File: config.mk
export PLATFORM = sky130hd
export DESIGN_NAME = pid_speed_controller_flat
export DESIGN_NICKNAME = d
export VERILOG_FILES = /design/src/rtl/pidsc_pkg.sv /design/src/rtl/pidsc_if.sv /design/src/rtl/pidsc_div.sv /design/src/rtl/pid_speed_controller.sv /design/src/flat_wrapper.sv
export SDC_FILE = /design/constraint.sdc
export NUM_CORES = 2
export LEC_CHECK = 0
export BUFFER_PORTS_ARGS = -buffer_cell sky130_fd_sc_hd__buf_4
export CELL_PAD_IN_SITES_DETAIL_PLACEMENT = 2
export CELL_PAD_IN_SITES_GLOBAL_PLACEMENT = 2
export CORE_UTILIZATION = 40
export CTS_CLUSTER_SIZE = 10
export DETAILED_ROUTE_END_ITERATION = 10
export PLACE_DENSITY = 0.9
export SLEW_MARGIN = 15
export SYNTH_ARGS = -nofsm -noshare
export SYNTH_HDL_FRONTEND = slang
export SYNTH_SLANG_ARGS = --single-unit
File: constraint.sdc
create_clock -name clk_i -period 28.7 [get_ports clk_i]
set_input_delay 1.435 -clock clk_i [delete_from_list [all_inputs] [get_ports clk_i]]
set_output_delay 1.435 -clock clk_i [all_outputs]
set_load 0.05 [all_outputs]
File: src/rtl/pidsc_pkg.sv
package pidsc_pkg;

  // Field widths
  localparam int OP_W     = 3;
  localparam int SPEED_W  = 16;
  localparam int ERR_W    = 17;
  localparam int DIFF_W   = 18;
  localparam int TIME_W   = 32;
  localparam int PGAIN_W  = 24;
  localparam int KI_W     = 32;
  localparam int KD_W     = 32;
  localparam int SLOPE_W  = 32;
  localparam int DRIVE_W  = 32;

  // Slope is Q16 per microsecond
  localparam int SLOPE_FRAC = 16;

  // Operation codes
  localparam logic [OP_W-1:0] OP_PID    = 3'd0;
  localparam logic [OP_W-1:0] OP_PI_LAG = 3'd1;
  localparam logic [OP_W-1:0] OP_P_ONLY = 3'd2;
  localparam logic [OP_W-1:0] OP_PI     = 3'd3;
  localparam logic [OP_W-1:0] OP_RESET  = 3'd4;

  // Configuration port
  localparam int APB_ADDR_W = 4;
  localparam int APB_DATA_W = 32;
  localparam int REG_IDX_W  = 2;
  localparam logic [REG_IDX_W-1:0] REG_PROP  = 2'd0;
  localparam logic [REG_IDX_W-1:0] REG_INTEG = 2'd1;
  localparam logic [REG_IDX_W-1:0] REG_DERIV = 2'd2;

  // Shared multiplier: signed 33 x 33
  localparam int MUL_W  = 33;
  localparam int PROD_W = 2 * MUL_W;

  // Fixed-point alignment of each term
  localparam int P_SHIFT    = 12;
  localparam int IL_SHIFT   = 32;
  localparam int D_SHIFT    = 24;
  localparam int TRAP_SHIFT = 1;   // trapezoid: divide by 2

  // Trapezoid increment fits (18 + 33) bits signed
  localparam int INC_W = DIFF_W + MUL_W;

endpackage

File: src/rtl/pidsc_if.sv
interface pidsc_in_if
  import pidsc_pkg::*;
();
  logic                      valid;
  logic                      ready;
  logic        [OP_W-1:0]    op;
  logic signed [SPEED_W-1:0] target;
  logic signed [SPEED_W-1:0] measured;
  logic        [TIME_W-1:0]  now_us;
  logic signed [PGAIN_W-1:0] p_gain;

  modport source (output valid, op, target, measured, now_us, p_gain, input ready);
  modport sink   (input valid, op, target, measured, now_us, p_gain, output ready);
endinterface

interface pidsc_out_if
  import pidsc_pkg::*;
();
  logic                      valid;
  logic                      ready;
  logic signed [DRIVE_W-1:0] drive;

  modport source (output valid, drive, input ready);
  modport sink   (input valid, drive, output ready);
endinterface

File: src/rtl/pidsc_div.sv
// Restoring divider for the error slope: trunc(diff * 2^16 / dt), saturated
// to 32 signed bits. One quotient bit per cycle.
module pidsc_div
  import pidsc_pkg::*;
(
  input  logic                      clk_i,
  input  logic                      rst_ni,
  input  logic                      start_i,
  input  logic signed [DIFF_W-1:0]  diff_i,
  input  logic        [TIME_W-1:0]  dt_i,
  output logic                      done_o,
  output logic signed [SLOPE_W-1:0] slope_o
);

  localparam int NUM_W = DIFF_W + SLOPE_FRAC;
  localparam int REM_W = TIME_W + 1;
  localparam int CNT_W = $clog2(NUM_W + 1);
  localparam logic [NUM_W-1:0] SLOPE_LIM = NUM_W'(1) << (SLOPE_W - 1);
  localparam logic [SLOPE_W-1:0] SLOPE_MAX = {1'b0, {(SLOPE_W-1){1'b1}}};
  localparam logic [SLOPE_W-1:0] SLOPE_MIN = {1'b1, {(SLOPE_W-1){1'b0}}};

  logic             busy_q, busy_d;
  logic             done_q, done_d;
  logic [CNT_W-1:0] cnt_q, cnt_d;
  logic [NUM_W-1:0] quo_q, quo_d;
  logic [REM_W-1:0] rem_q, rem_d;
  logic [TIME_W-1:0] den_q, den_d;
  logic             neg_q, neg_d;

  logic [DIFF_W-1:0] mag;
  logic [REM_W-1:0]  rem_sh;
  logic [REM_W:0]    trial;
  logic              fits;

  assign mag    = diff_i[DIFF_W-1] ? DIFF_W'(-diff_i) : DIFF_W'(diff_i);
  assign rem_sh = {rem_q[REM_W-2:0], quo_q[NUM_W-1]};
  assign trial  = {1'b0, rem_sh} - {2'b00, den_q};
  assign fits   = !trial[REM_W];

  always_comb begin
    busy_d = busy_q;
    done_d = 1'b0;
    cnt_d  = cnt_q;
    quo_d  = quo_q;
    rem_d  = rem_q;
    den_d  = den_q;
    neg_d  = neg_q;
    if (start_i) begin
      busy_d = 1'b1;
      cnt_d  = CNT_W'(NUM_W);
      quo_d  = {mag, {SLOPE_FRAC{1'b0}}};
      rem_d  = '0;
      den_d  = dt_i;
      neg_d  = diff_i[DIFF_W-1];
    end else if (busy_q) begin
      rem_d = fits ? trial[REM_W-1:0] : rem_sh;
      quo_d = {quo_q[NUM_W-2:0], fits};
      cnt_d = cnt_q - CNT_W'(1);
      if (cnt_q == CNT_W'(1)) begin
        busy_d = 1'b0;
        done_d = 1'b1;
      end
    end
  end

  always_ff @(posedge clk_i or negedge rst_ni) begin
    if (!rst_ni) begin
      busy_q <= 1'b0;
      done_q <= 1'b0;
      cnt_q  <= '0;
    end else begin
      busy_q <= busy_d;
      done_q <= done_d;
      cnt_q  <= cnt_d;
    end
  end

  always_ff @(posedge clk_i) begin
    quo_q <= quo_d;
    rem_q <= rem_d;
    den_q <= den_d;
    neg_q <= neg_d;
  end

  // Saturate the signed quotient to 32 bits
  always_comb begin
    if (!neg_q) begin
      slope_o = (quo_q >= SLOPE_LIM) ? SLOPE_MAX : quo_q[SLOPE_W-1:0];
    end else begin
      slope_o = (quo_q > SLOPE_LIM) ? SLOPE_MIN : -quo_q[SLOPE_W-1:0];
    end
  end

  assign done_o = done_q;

endmodule

File: src/rtl/pid_speed_controller.sv
// PID speed controller, fixed point. Each input transaction carries an
// operation code, a target and a measured speed (signed rpm), a free-running
// microsecond timestamp and a per-transaction P gain; each one yields exactly
// one output transaction with a 32-bit saturated drive value. Op 0 runs full
// PID with a trapezoidal integral and the error slope over elapsed time, op 1
// runs PI plus the slope stored by the previous op 1, op 2 is P only with the
// transaction's own gain, op 3 is PI, op 4 clears the integral and reloads the
// previous error and time (drive 0); codes 5..7 return 0 and change nothing.
// Gains sit in an APB register file: prop_gain (Q12.12) at 0x0, integ_gain
// (Q0.32) at 0x4, deriv_gain (Q24.8) at 0x8; write them only while idle.
// The block works on one transaction at a time: one signed 33x33 multiplier
// is reused for the integral increment and for the P, I and D terms, and a
// 34-step restoring divider forms the slope. A new transaction is taken
// only after the previous one has run its steps (the divider only for ops 0
// and 1 with nonzero elapsed time, no multiplier for ops 4 to 7) and has
// moved its result into the output register once that register is free.
// A finished result waits in the output register
// while the next transaction is taken. The integral is INTEG_BITS wide.
module pid_speed_controller
  import pidsc_pkg::*;
#(
  parameter int unsigned INTEG_BITS = 48
) (
  input  logic                  clk_i,
  input  logic                  rst_ni,
  pidsc_in_if.sink              in_if,
  pidsc_out_if.source           out_if,
  input  logic                  psel,
  input  logic                  penable,
  input  logic                  pwrite,
  input  logic [APB_ADDR_W-1:0] paddr,
  input  logic [APB_DATA_W-1:0] pwdata,
  output logic [APB_DATA_W-1:0] prdata,
  output logic                  pready
);

  typedef enum logic [3:0] {
    S_IDLE, S_INC_MUL, S_INC_ADD, S_DIV, S_P_MUL,
    S_IL_MUL, S_IH_MUL, S_D_MUL, S_FLUSH, S_OUT
  } state_e;

  // Which term the product register holds, so the next cycle can align it
  typedef enum logic [2:0] {TERM_NONE, TERM_P, TERM_IL, TERM_IH, TERM_D} term_e;

  localparam int ACC_SUM_W = ((INTEG_BITS > INC_W) ? INTEG_BITS : INC_W) + 1;
  localparam logic signed [ACC_SUM_W-1:0] ACC_MAX =
      (ACC_SUM_W'(1) <<< (INTEG_BITS - 1)) - ACC_SUM_W'(1);
  localparam logic signed [ACC_SUM_W-1:0] ACC_MIN = ~ACC_MAX;
  localparam logic signed [PROD_W-1:0] DRV_MAX =
      (PROD_W'(1) <<< (DRIVE_W - 1)) - PROD_W'(1);
  localparam logic signed [PROD_W-1:0] DRV_MIN = ~DRV_MAX;

  // ---------------------------------------------------------------------------
  // Configuration registers
  // ---------------------------------------------------------------------------
  logic signed [PGAIN_W-1:0] kp_q;
  logic signed [KI_W-1:0]    ki_q;
  logic signed [KD_W-1:0]    kd_q;
  logic                      cfg_wr;
  logic [REG_IDX_W-1:0]      cfg_idx;

  assign pready  = 1'b1;
  assign cfg_wr  = psel && penable && pwrite;
  assign cfg_idx = paddr[APB_ADDR_W-1:APB_ADDR_W-REG_IDX_W];

  always_ff @(posedge clk_i or negedge rst_ni) begin
    if (!rst_ni) begin
      kp_q <= '0;
      ki_q <= '0;
      kd_q <= '0;
    end else if (cfg_wr) begin
      case (cfg_idx)
        REG_PROP:  kp_q <= pwdata[PGAIN_W-1:0];
        REG_INTEG: ki_q <= pwdata[KI_W-1:0];
        REG_DERIV: kd_q <= pwdata[KD_W-1:0];
        default:   ;  // hole in the map: drop the write
      endcase
    end
  end

  always_comb begin
    case (cfg_idx)
      REG_PROP:  prdata = {{(APB_DATA_W-PGAIN_W){1'b0}}, kp_q};
      REG_INTEG: prdata = ki_q;
      REG_DERIV: prdata = kd_q;
      default:   prdata = '0;
    endcase
  end

  // ---------------------------------------------------------------------------
  // Registers
  // ---------------------------------------------------------------------------
  state_e                       state_q, state_d;
  term_e                        pend_q, pend_d;
  logic                         out_valid_q, out_valid_d;
  logic signed [DRIVE_W-1:0]    out_drive_q, out_drive_d;
  logic signed [INTEG_BITS-1:0] integ_q, integ_d;
  logic signed [ERR_W-1:0]      last_err_q, last_err_d;
  logic        [TIME_W-1:0]     last_time_q, last_time_d;
  logic signed [SLOPE_W-1:0]    lag_q, lag_d;

  // Per-transaction working registers (no reset needed)
  logic        [OP_W-1:0]    op_q, op_d;
  logic signed [SPEED_W-1:0] tgt_q, tgt_d;
  logic signed [ERR_W-1:0]   err_q, err_d;
  logic        [TIME_W-1:0]  now_q, now_d;
  logic signed [PGAIN_W-1:0] pg_q, pg_d;
  logic        [TIME_W-1:0]  dt_q, dt_d;
  logic signed [DIFF_W-1:0]  sum_q, sum_d;
  logic signed [DIFF_W-1:0]  diff_q, diff_d;
  logic signed [SLOPE_W-1:0] slope_q, slope_d;
  logic signed [PROD_W-1:0]  prod_q, prod_d;
  logic signed [PROD_W-1:0]  drv_q, drv_d;

  // ---------------------------------------------------------------------------
  // Slope divider
  // ---------------------------------------------------------------------------
  logic                      div_start;
  logic                      div_done;
  logic signed [SLOPE_W-1:0] div_slope;
  logic                      want_d;

  assign want_d    = (op_q == OP_PID) || (op_q == OP_PI_LAG);
  assign div_start = (state_q == S_INC_ADD) && want_d && (dt_q != '0);

  pidsc_div u_div (
    .clk_i   (clk_i),
    .rst_ni  (rst_ni),
    .start_i (div_start),
    .diff_i  (diff_q),
    .dt_i    (dt_q),
    .done_o  (div_done),
    .slope_o (div_slope)
  );

  // ---------------------------------------------------------------------------
  // Shared multiplier: operands picked by the sequencer, product registered
  // ---------------------------------------------------------------------------
  logic signed [MUL_W-1:0]   mul_a, mul_b;
  logic signed [63:0]        acc_ext;
  logic signed [SLOPE_W-1:0] d_slope;

  assign acc_ext = 64'(integ_q);
  assign d_slope = (op_q == OP_PID) ? slope_q : lag_q;

  always_comb begin
    case (state_q)
      S_INC_MUL: begin
        mul_a = MUL_W'(sum_q);
        mul_b = {1'b0, dt_q};
      end
      S_P_MUL: begin
        mul_a = MUL_W'((op_q == OP_P_ONLY) ? pg_q : kp_q);
        mul_b = MUL_W'(err_q);
      end
      S_IL_MUL: begin
        mul_a = MUL_W'(ki_q);
        mul_b = {1'b0, acc_ext[31:0]};
      end
      S_IH_MUL: begin
        mul_a = MUL_W'(ki_q);
        mul_b = MUL_W'(signed'(acc_ext[63:32]));
      end
      S_D_MUL: begin
        mul_a = MUL_W'(kd_q);
        mul_b = MUL_W'(d_slope);
      end
      default: begin
        mul_a = '0;
        mul_b = '0;
      end
    endcase
  end

  assign prod_d = mul_a * mul_b;

  // Align the held product as a drive term (floor by arithmetic shift)
  logic signed [PROD_W-1:0] term;

  always_comb begin
    case (pend_q)
      TERM_P:  term = prod_q >>> P_SHIFT;
      TERM_IL: term = prod_q >>> IL_SHIFT;
      TERM_IH: term = prod_q;
      TERM_D:  term = prod_q >>> D_SHIFT;
      default: term = '0;
    endcase
  end

  // Trapezoid increment and saturating integral update
  logic signed [PROD_W-1:0]     inc_full;
  logic signed [ACC_SUM_W-1:0]  acc_sum;
  logic signed [INTEG_BITS-1:0] acc_sat;

  assign inc_full = prod_q >>> TRAP_SHIFT;
  assign acc_sum  = ACC_SUM_W'(integ_q) + ACC_SUM_W'(inc_full);

  always_comb begin
    if (acc_sum > ACC_MAX) begin
      acc_sat = INTEG_BITS'(ACC_MAX);
    end else if (acc_sum < ACC_MIN) begin
      acc_sat = INTEG_BITS'(ACC_MIN);
    end else begin
      acc_sat = INTEG_BITS'(acc_sum);
    end
  end

  // Drive saturation
  logic signed [DRIVE_W-1:0] drv_sat;

  always_comb begin
    if (drv_q > DRV_MAX) begin
      drv_sat = DRIVE_W'(DRV_MAX);
    end else if (drv_q < DRV_MIN) begin
      drv_sat = DRIVE_W'(DRV_MIN);
    end else begin
      drv_sat = DRIVE_W'(drv_q);
    end
  end

  // ---------------------------------------------------------------------------
  // Sequencer
  // ---------------------------------------------------------------------------
  logic                    in_take;
  logic signed [ERR_W-1:0] err_in;

  assign in_if.ready = (state_q == S_IDLE);
  assign in_take     = in_if.valid && in_if.ready;
  assign err_in      = ERR_W'(in_if.target) - ERR_W'(in_if.measured);

  always_comb begin
    state_d     = state_q;
    pend_d      = TERM_NONE;
    out_valid_d = out_valid_q && !out_if.ready;
    out_drive_d = out_drive_q;
    integ_d     = integ_q;
    last_err_d  = last_err_q;
    last_time_d = last_time_q;
    lag_d       = lag_q;

    op_d    = op_q;
    tgt_d   = tgt_q;
    err_d   = err_q;
    now_d   = now_q;
    pg_d    = pg_q;
    dt_d    = dt_q;
    sum_d   = sum_q;
    diff_d  = diff_q;
    slope_d = slope_q;
    drv_d   = drv_q + term;

    case (state_q)
      S_IDLE: begin
        if (in_take) begin
          // Capture the transaction and form the error terms
          op_d   = in_if.op;
          tgt_d  = in_if.target;
          err_d  = err_in;
          now_d  = in_if.now_us;
          pg_d   = in_if.p_gain;
          dt_d   = in_if.now_us - last_time_q;
          sum_d  = DIFF_W'(err_in) + DIFF_W'(last_err_q);
          diff_d = DIFF_W'(err_in) - DIFF_W'(last_err_q);
          drv_d  = '0;
          case (in_if.op)
            OP_PID, OP_PI_LAG, OP_PI: state_d = S_INC_MUL;
            OP_P_ONLY:                state_d = S_P_MUL;
            default:                  state_d = S_FLUSH;
          endcase
        end
      end
      S_INC_MUL: state_d = S_INC_ADD;
      S_INC_ADD: begin
        integ_d = acc_sat;
        slope_d = '0;  // zero elapsed time: slope stays zero
        state_d = div_start ? S_DIV : S_P_MUL;
      end
      S_DIV: begin
        if (div_done) begin
          slope_d = div_slope;
          state_d = S_P_MUL;
        end
      end
      S_P_MUL: begin
        pend_d  = TERM_P;
        state_d = (op_q == OP_P_ONLY) ? S_FLUSH : S_IL_MUL;
      end
      S_IL_MUL: begin
        pend_d  = TERM_IL;
        state_d = S_IH_MUL;
      end
      S_IH_MUL: begin
        pend_d  = TERM_IH;
        state_d = want_d ? S_D_MUL : S_FLUSH;
      end
      S_D_MUL: begin
        pend_d  = TERM_D;
        state_d = S_FLUSH;
      end
      S_FLUSH: begin
        // Last term lands in drv this cycle; commit controller state
        case (op_q)
          OP_PID, OP_PI: begin
            last_err_d  = err_q;
            last_time_d = now_q;
          end
          OP_PI_LAG: begin
            last_err_d  = err_q;
            last_time_d = now_q;
            lag_d       = slope_q;
          end
          OP_RESET: begin
            integ_d     = '0;
            last_err_d  = ERR_W'(tgt_q);
            last_time_d = now_q;
          end
          default: ;
        endcase
        state_d = S_OUT;
      end
      S_OUT: begin
        // Hold until the output register is free
        if (!out_valid_q || out_if.ready) begin
          out_valid_d = 1'b1;
          out_drive_d = drv_sat;
          state_d     = S_IDLE;
        end
      end
      default: state_d = S_IDLE;
    endcase
  end

  always_ff @(posedge clk_i or negedge rst_ni) begin
    if (!rst_ni) begin
      state_q     <= S_IDLE;
      pend_q      <= TERM_NONE;
      out_valid_q <= 1'b0;
      out_drive_q <= '0;
      integ_q     <= '0;
      last_err_q  <= '0;
      last_time_q <= '0;
      lag_q       <= '0;
    end else begin
      state_q     <= state_d;
      pend_q      <= pend_d;
      out_valid_q <= out_valid_d;
      out_drive_q <= out_drive_d;
      integ_q     <= integ_d;
      last_err_q  <= last_err_d;
      last_time_q <= last_time_d;
      lag_q       <= lag_d;
    end
  end

  always_ff @(posedge clk_i) begin
    op_q    <= op_d;
    tgt_q   <= tgt_d;
    err_q   <= err_d;
    now_q   <= now_d;
    pg_q    <= pg_d;
    dt_q    <= dt_d;
    sum_q   <= sum_d;
    diff_q  <= diff_d;
    slope_q <= slope_d;
    prod_q  <= prod_d;
    drv_q   <= drv_d;
  end

  assign out_if.valid = out_valid_q;
  assign out_if.drive = out_drive_q;

endmodule

File: src/flat_wrapper.sv
// flat-port wrapper written by rule: the top's interface ports become plain ports
module pid_speed_controller_flat import pidsc_pkg::*;
#(
  parameter int unsigned INTEG_BITS = 48
)
  (clk_i, rst_ni, psel, penable, pwrite, paddr, pwdata, prdata, pready, in_if_valid, in_if_op, in_if_target, in_if_measured, in_if_now_us, in_if_p_gain, in_if_ready, out_if_valid, out_if_drive, out_if_ready);
  pidsc_in_if in_if_i ();
  pidsc_out_if out_if_i ();
  input  logic clk_i;
  input  logic rst_ni;
  input  logic psel;
  input  logic penable;
  input  logic pwrite;
  input  logic [APB_ADDR_W-1:0] paddr;
  input  logic [APB_DATA_W-1:0] pwdata;
  output logic [APB_DATA_W-1:0] prdata;
  output logic pready;
  input wire logic [$bits(in_if_i.valid)-1:0] in_if_valid;
  input wire logic [$bits(in_if_i.op)-1:0] in_if_op;
  input wire logic [$bits(in_if_i.target)-1:0] in_if_target;
  input wire logic [$bits(in_if_i.measured)-1:0] in_if_measured;
  input wire logic [$bits(in_if_i.now_us)-1:0] in_if_now_us;
  input wire logic [$bits(in_if_i.p_gain)-1:0] in_if_p_gain;
  output wire logic [$bits(in_if_i.ready)-1:0] in_if_ready;
  output wire logic [$bits(out_if_i.valid)-1:0] out_if_valid;
  output wire logic [$bits(out_if_i.drive)-1:0] out_if_drive;
  input wire logic [$bits(out_if_i.ready)-1:0] out_if_ready;
  assign in_if_i.valid = in_if_valid;
  assign in_if_i.op = in_if_op;
  assign in_if_i.target = in_if_target;
  assign in_if_i.measured = in_if_measured;
  assign in_if_i.now_us = in_if_now_us;
  assign in_if_i.p_gain = in_if_p_gain;
  assign in_if_ready = in_if_i.ready;
  assign out_if_valid = out_if_i.valid;
  assign out_if_drive = out_if_i.drive;
  assign out_if_i.ready = out_if_ready;
  pid_speed_controller #(.INTEG_BITS(INTEG_BITS)) u_core (.clk_i(clk_i), .rst_ni(rst_ni), .in_if(in_if_i), .out_if(out_if_i), .psel(psel), .penable(penable), .pwrite(pwrite), .paddr(paddr), .pwdata(pwdata), .prdata(prdata), .pready(pready));
endmodule
==> metrics.yaml, run 1 <==
error: "[ERROR GRT-0232] Routing congestion too high. Check the congestion heatmap in the GUI."
failing_step: "global routing"
antenna_found_initial: 89
grt_overflow: 221
cts_setup_buffers: 0
fp.dieH_um: 442
io_buffers: 197
synth_warnings: 0
cts_buffers: 84
ys.flop_type: "dfrtp_1"
synthTopCellsByArea: "fa_1 (29%), edfxtp_1 (9.4%), dfrtp_1 (8.5%), ha_1 (7.3%), inv_1 (6.4%)"
fp.dieW_um: 442
grt.total_usage: 0.712
synth_nets: 10100
root_buffer: "clkbuf_16"
cts_hold_buf: 0
ys_seq_elements: 687
synth-edff-count: 242
start_util: 0.403
yosysUniqueCellTypes: 83
rows: 161
synth_top_area_frac: 0.291
dp.cells: 10800
postSynthCellCount: 8387
avgSynthCellArea_um2: 9.25
async_flop_share: 0.386
cts_sinks: 687
yosysTopAreaCell: "fa_1"
grt_max_degree: 113
post-dp-hpwl_mm: 298
cts-resized-gates: 0
h-tree-depth: 3
clk_path_buf_depth: 3
place.gp.congestion: 0.980
dpl_cell_area_um2: 82000
synth-seq-area-share: 0.226
io_pins: 201
syn-cell-area_um2: 77600
status: "aborted with a tool error"
-- metal layers --
layer	overflow	GRT usage
met5	0	0.508
met1	3	0.688
met2	125	0.841
met4	84	0.653
met3	9	0.639
-- kinds of logic after synthesis --
logic type / share of synthesized area
multiplexers: 0.0355
flip-flops: 0.226
adder cells (fa/ha/maj): 0.364
other: 0.0000483
buffers and inverters: 0.0848
AND/OR/NAND/NOR: 0.134
XOR/XNOR: 0.0299
AO/OA/AOI/OAI: 0.126
-- metrics by stage --
step	util	hold WS, ns	setup slack [ns]
after CTS	0.440	0.477	16.36
after detailed placement	0.426	0.467	16.55
after global placement	0.426	0.455	17.28
after floorplan	-	0.434	18.57
-- cells in the mapped netlist, types with 71 or more instances --
library cell     n
ha_1           450
edfxtp_1       242
o21ai_0        268
xnor2_1        175
clkbuf_1       394
a221o_1         94
dfxtp_1        180
and3_1          77
mux2i_1         76
a22oi_1         71
nand3_1        139
inv_1         1325
mux2_2         177
a21oi_1        350
nor2_1         733
nor3_1          83
xor2_1          90
nand2_1       1077
fa_1          1129
a21o_1         162
dfrtp_1        265
==> run 2, diff against run 1 <==
Settings changed: CELL_PAD_IN_SITES_DETAIL_PLACEMENT 2 to default, CELL_PAD_IN_SITES_GLOBAL_PLACEMENT 2 to default, CORE_UTILIZATION 40 to 25, CTS_CLUSTER_SIZE 10 to default, PLACE_DENSITY 0.9 to default, PLACE_DENSITY_LB_ADDON from default to 0.15.
==> run 2 against run 1 <==
The flow now finishes, with violations (design-rule violations). Synthesized area stayed put. Synthesized cell count stayed put.
==> metrics.yaml, run 2 <==
status: "finished, violations left"
violations: "design-rule violations"
io_buffers: 197
viasPerCell: 4.88
hold_path.class: "register to register"
powerDensity_nw_per_um2: 117
fp.dieH_um: 559
r2r-start: "u_core.state_q[0]$_DFFE_PN0P_"
finish.utilization: 0.282
synth_most_common_cell: "inv_1"
rr_endpoint: "u_core.prod_q[63]$_DFF_P_"
antenna_left: 0
io_pins: 201
dieArea_um2: 313000
rows: 204
fin_crit_sh: 0.436
syn_to_final_growth_pct: 12.2
synthTopCellsByArea: "fa_1 (29%), edfxtp_1 (9.4%), dfrtp_1 (8.5%), ha_1 (7.3%), inv_1 (6.4%)"
grt_max_degree: 84
crit_buf_inv: 6
min_to: "u_core.last_time_q[5]$_DFFE_PN0P_"
cts_sinks: 687
drt-initial-drc-count: 4970
ys.flop_type: "dfrtp_1"
grt_overflow: 0
routed_wl_mm: 302
synth_nets: 10100
clock_skew_ns: 0.0576
async_flop_share: 0.386
worst_hold_startpoint: "u_core.now_q[5]$_DFFE_PP_"
max_freq_mhz: 79.9
dp_slack_ns: 16.24
dp.cells: 12400
cts_tree: "yes"
fin_nets: 10100
cp.required_ns: 29.32
maxSlewViolCount: 0
synth-seq-area-share: 0.226
ys_seq_elements: 687
leakage_nw: 40.1
first_pass_iters: 9
tightest_slew_ns: 1.20
postSynthCellCount: 8387
clkTransAtPathRegs_ns: 0.06
cts_setup_buffers: 0
whs_path_depth: 1
max_stage_delay_ns: 1.12
hold_violations: 0
setup_viol: 0
layout_setup_ws_ns: 16.19
r2r_cells: 27
cap_violations: 0
cts_buffers: 86
final.setup.tns_ns: 0
drive_gt1_frac: 0.0880
avgSynthCellArea_um2: 9.25
syn-cell-area_um2: 77600
final_common_cell: "inv_1"
path_class: "register to register"
reg.largest.list: "u_core.drv_q (66), u_core.prod_q (66), u_core.integ_q (48)"
fin_area_um2: 87100
place.gp.congestion: 0.891
h-tree-depth: 3
nFillCells: 32800
slowest_stage: "fa_1"
core_area_um2: 309000
synth_top_area_frac: 0.291
yosysTopAreaCell: "fa_1"
path_max_fanout: 35
cts-resized-gates: 0
start_kind: "register"
cp_data_arrival_time_ns: 13.13
cp_common_cell: "fa_1"
cts_hold_buf: 0
grt_pass1_vias: 63800
finalCriticalPeriod_ns: 12.51
reg2reg_slack_ns: 16.19
yosysUniqueCellTypes: 83
post-dp-hpwl_mm: 234
slew-limit-headroom: 0.201
ir_worst_vdd_mv: 0.0612
synth-edff-count: 242
end_kind: "register"
clk_latency_ns: 0.72
fin_hold_ws_ns: 0.465
synth_warnings: 0
instances_no_fill: 12600
grt.total_usage: 0.191
root_buffer: "clkbuf_16"
drc_errors: 24
dpl_cell_area_um2: 84200
start_util: 0.251
ys_top_cells_by_count: "inv_1 (1325), fa_1 (1129), nand2_1 (1077), nor2_1 (733), ha_1 (450)"
layout_common_cells: "inv_1 (1322), fa_1 (1129), nand2_1 (1077)"
fp.dieW_um: 559
rsz0062_at_grt: "no"
grt_pass1_wl_mm: 443
critical-path-top-delay-family: "adder cells"
p_total_mw: 10.1
clk_path_buf_depth: 3
drt-wirelength-per-cell_um: 23.9
routed-via-count: 61600
antenna_found_initial: 9
==> run 2: metal layers <==
layer / vias up / global-route usage / wire (µm)
met4: 0 / 0.0440 / 7240
met2: 1863 / 0.293 / 131000
li1: 27500 / - / -
met5: - / 0 / 0
met3: 336 / 0.0300 / 17300
met1: 31800 / 0.278 / 146000
==> run 2: kinds of logic (layout without fill, tap and decap cells) <==
| group | Yosys count | count (layout) | share of synthesized area |
|---|---|---|---|
| simple gates | 2408 | 2408 | 0.134 |
| mux | 253 | 253 | 0.0355 |
| xor+xnor | 265 | 265 | 0.0299 |
| flops | 687 | 687 | 0.226 |
| compound gates | 1443 | 1443 | 0.126 |
| other cells | 1 | 6 | 0.0000483 |
| fa+ha+maj | 1579 | 1579 | 0.364 |
| buf+inv | 1751 | 1844 | 0.0848 |
==> run 2: how the worst max path moves through the flow <==
stage | start | to | slack, ns | cells past startpoint
after floorplan | u_core.state_q[1]$_DFFE_PN0P_ | u_core.prod_q[63]$_DFF_P_ | 18.57 | 30
after global placement | u_core.state_q[0]$_DFFE_PN0P_ | u_core.prod_q[65]$_DFF_P_ | 16.19 | 27
after detailed placement | u_core.state_q[0]$_DFFE_PN0P_ | u_core.prod_q[65]$_DFF_P_ | 16.24 | 27
after CTS | u_core.state_q[0]$_DFFE_PN0P_ | u_core.prod_q[65]$_DFF_P_ | 16.17 | 27
after global routing | u_core.state_q[0]$_DFFE_PN0P_ | u_core.prod_q[65]$_DFF_P_ | 15.85 | 27
final | u_core.state_q[0]$_DFFE_PN0P_ | u_core.prod_q[63]$_DFF_P_ | 16.19 | 27
==> run 2: final cells by class <==
type	count	area, µm²	share of cell area
Timing Repair Buffer	355	2670	0.0307
Inverter	1328	4990	0.0573
Clock inverter	41	490	0.00563
Clock buffer	120	2400	0.0276
Sequential cell	687	17500	0.201
Multi-Input combinational cell	5949	53800	0.618
Tap cell	4120	5150	0.0592
Antenna cell	5	12.5	0.000144
==> run 2: power breakdown <==
group	switching [mW]	leakage, nW	internal (mW)	total [mW]
sequential	0.460	6.98	1.46	1.92
combinational	4.62	31.7	2.47	7.09
clock	0.472	1.40	0.660	1.13
No activity file was read; power rests on OpenSTA's default activity.
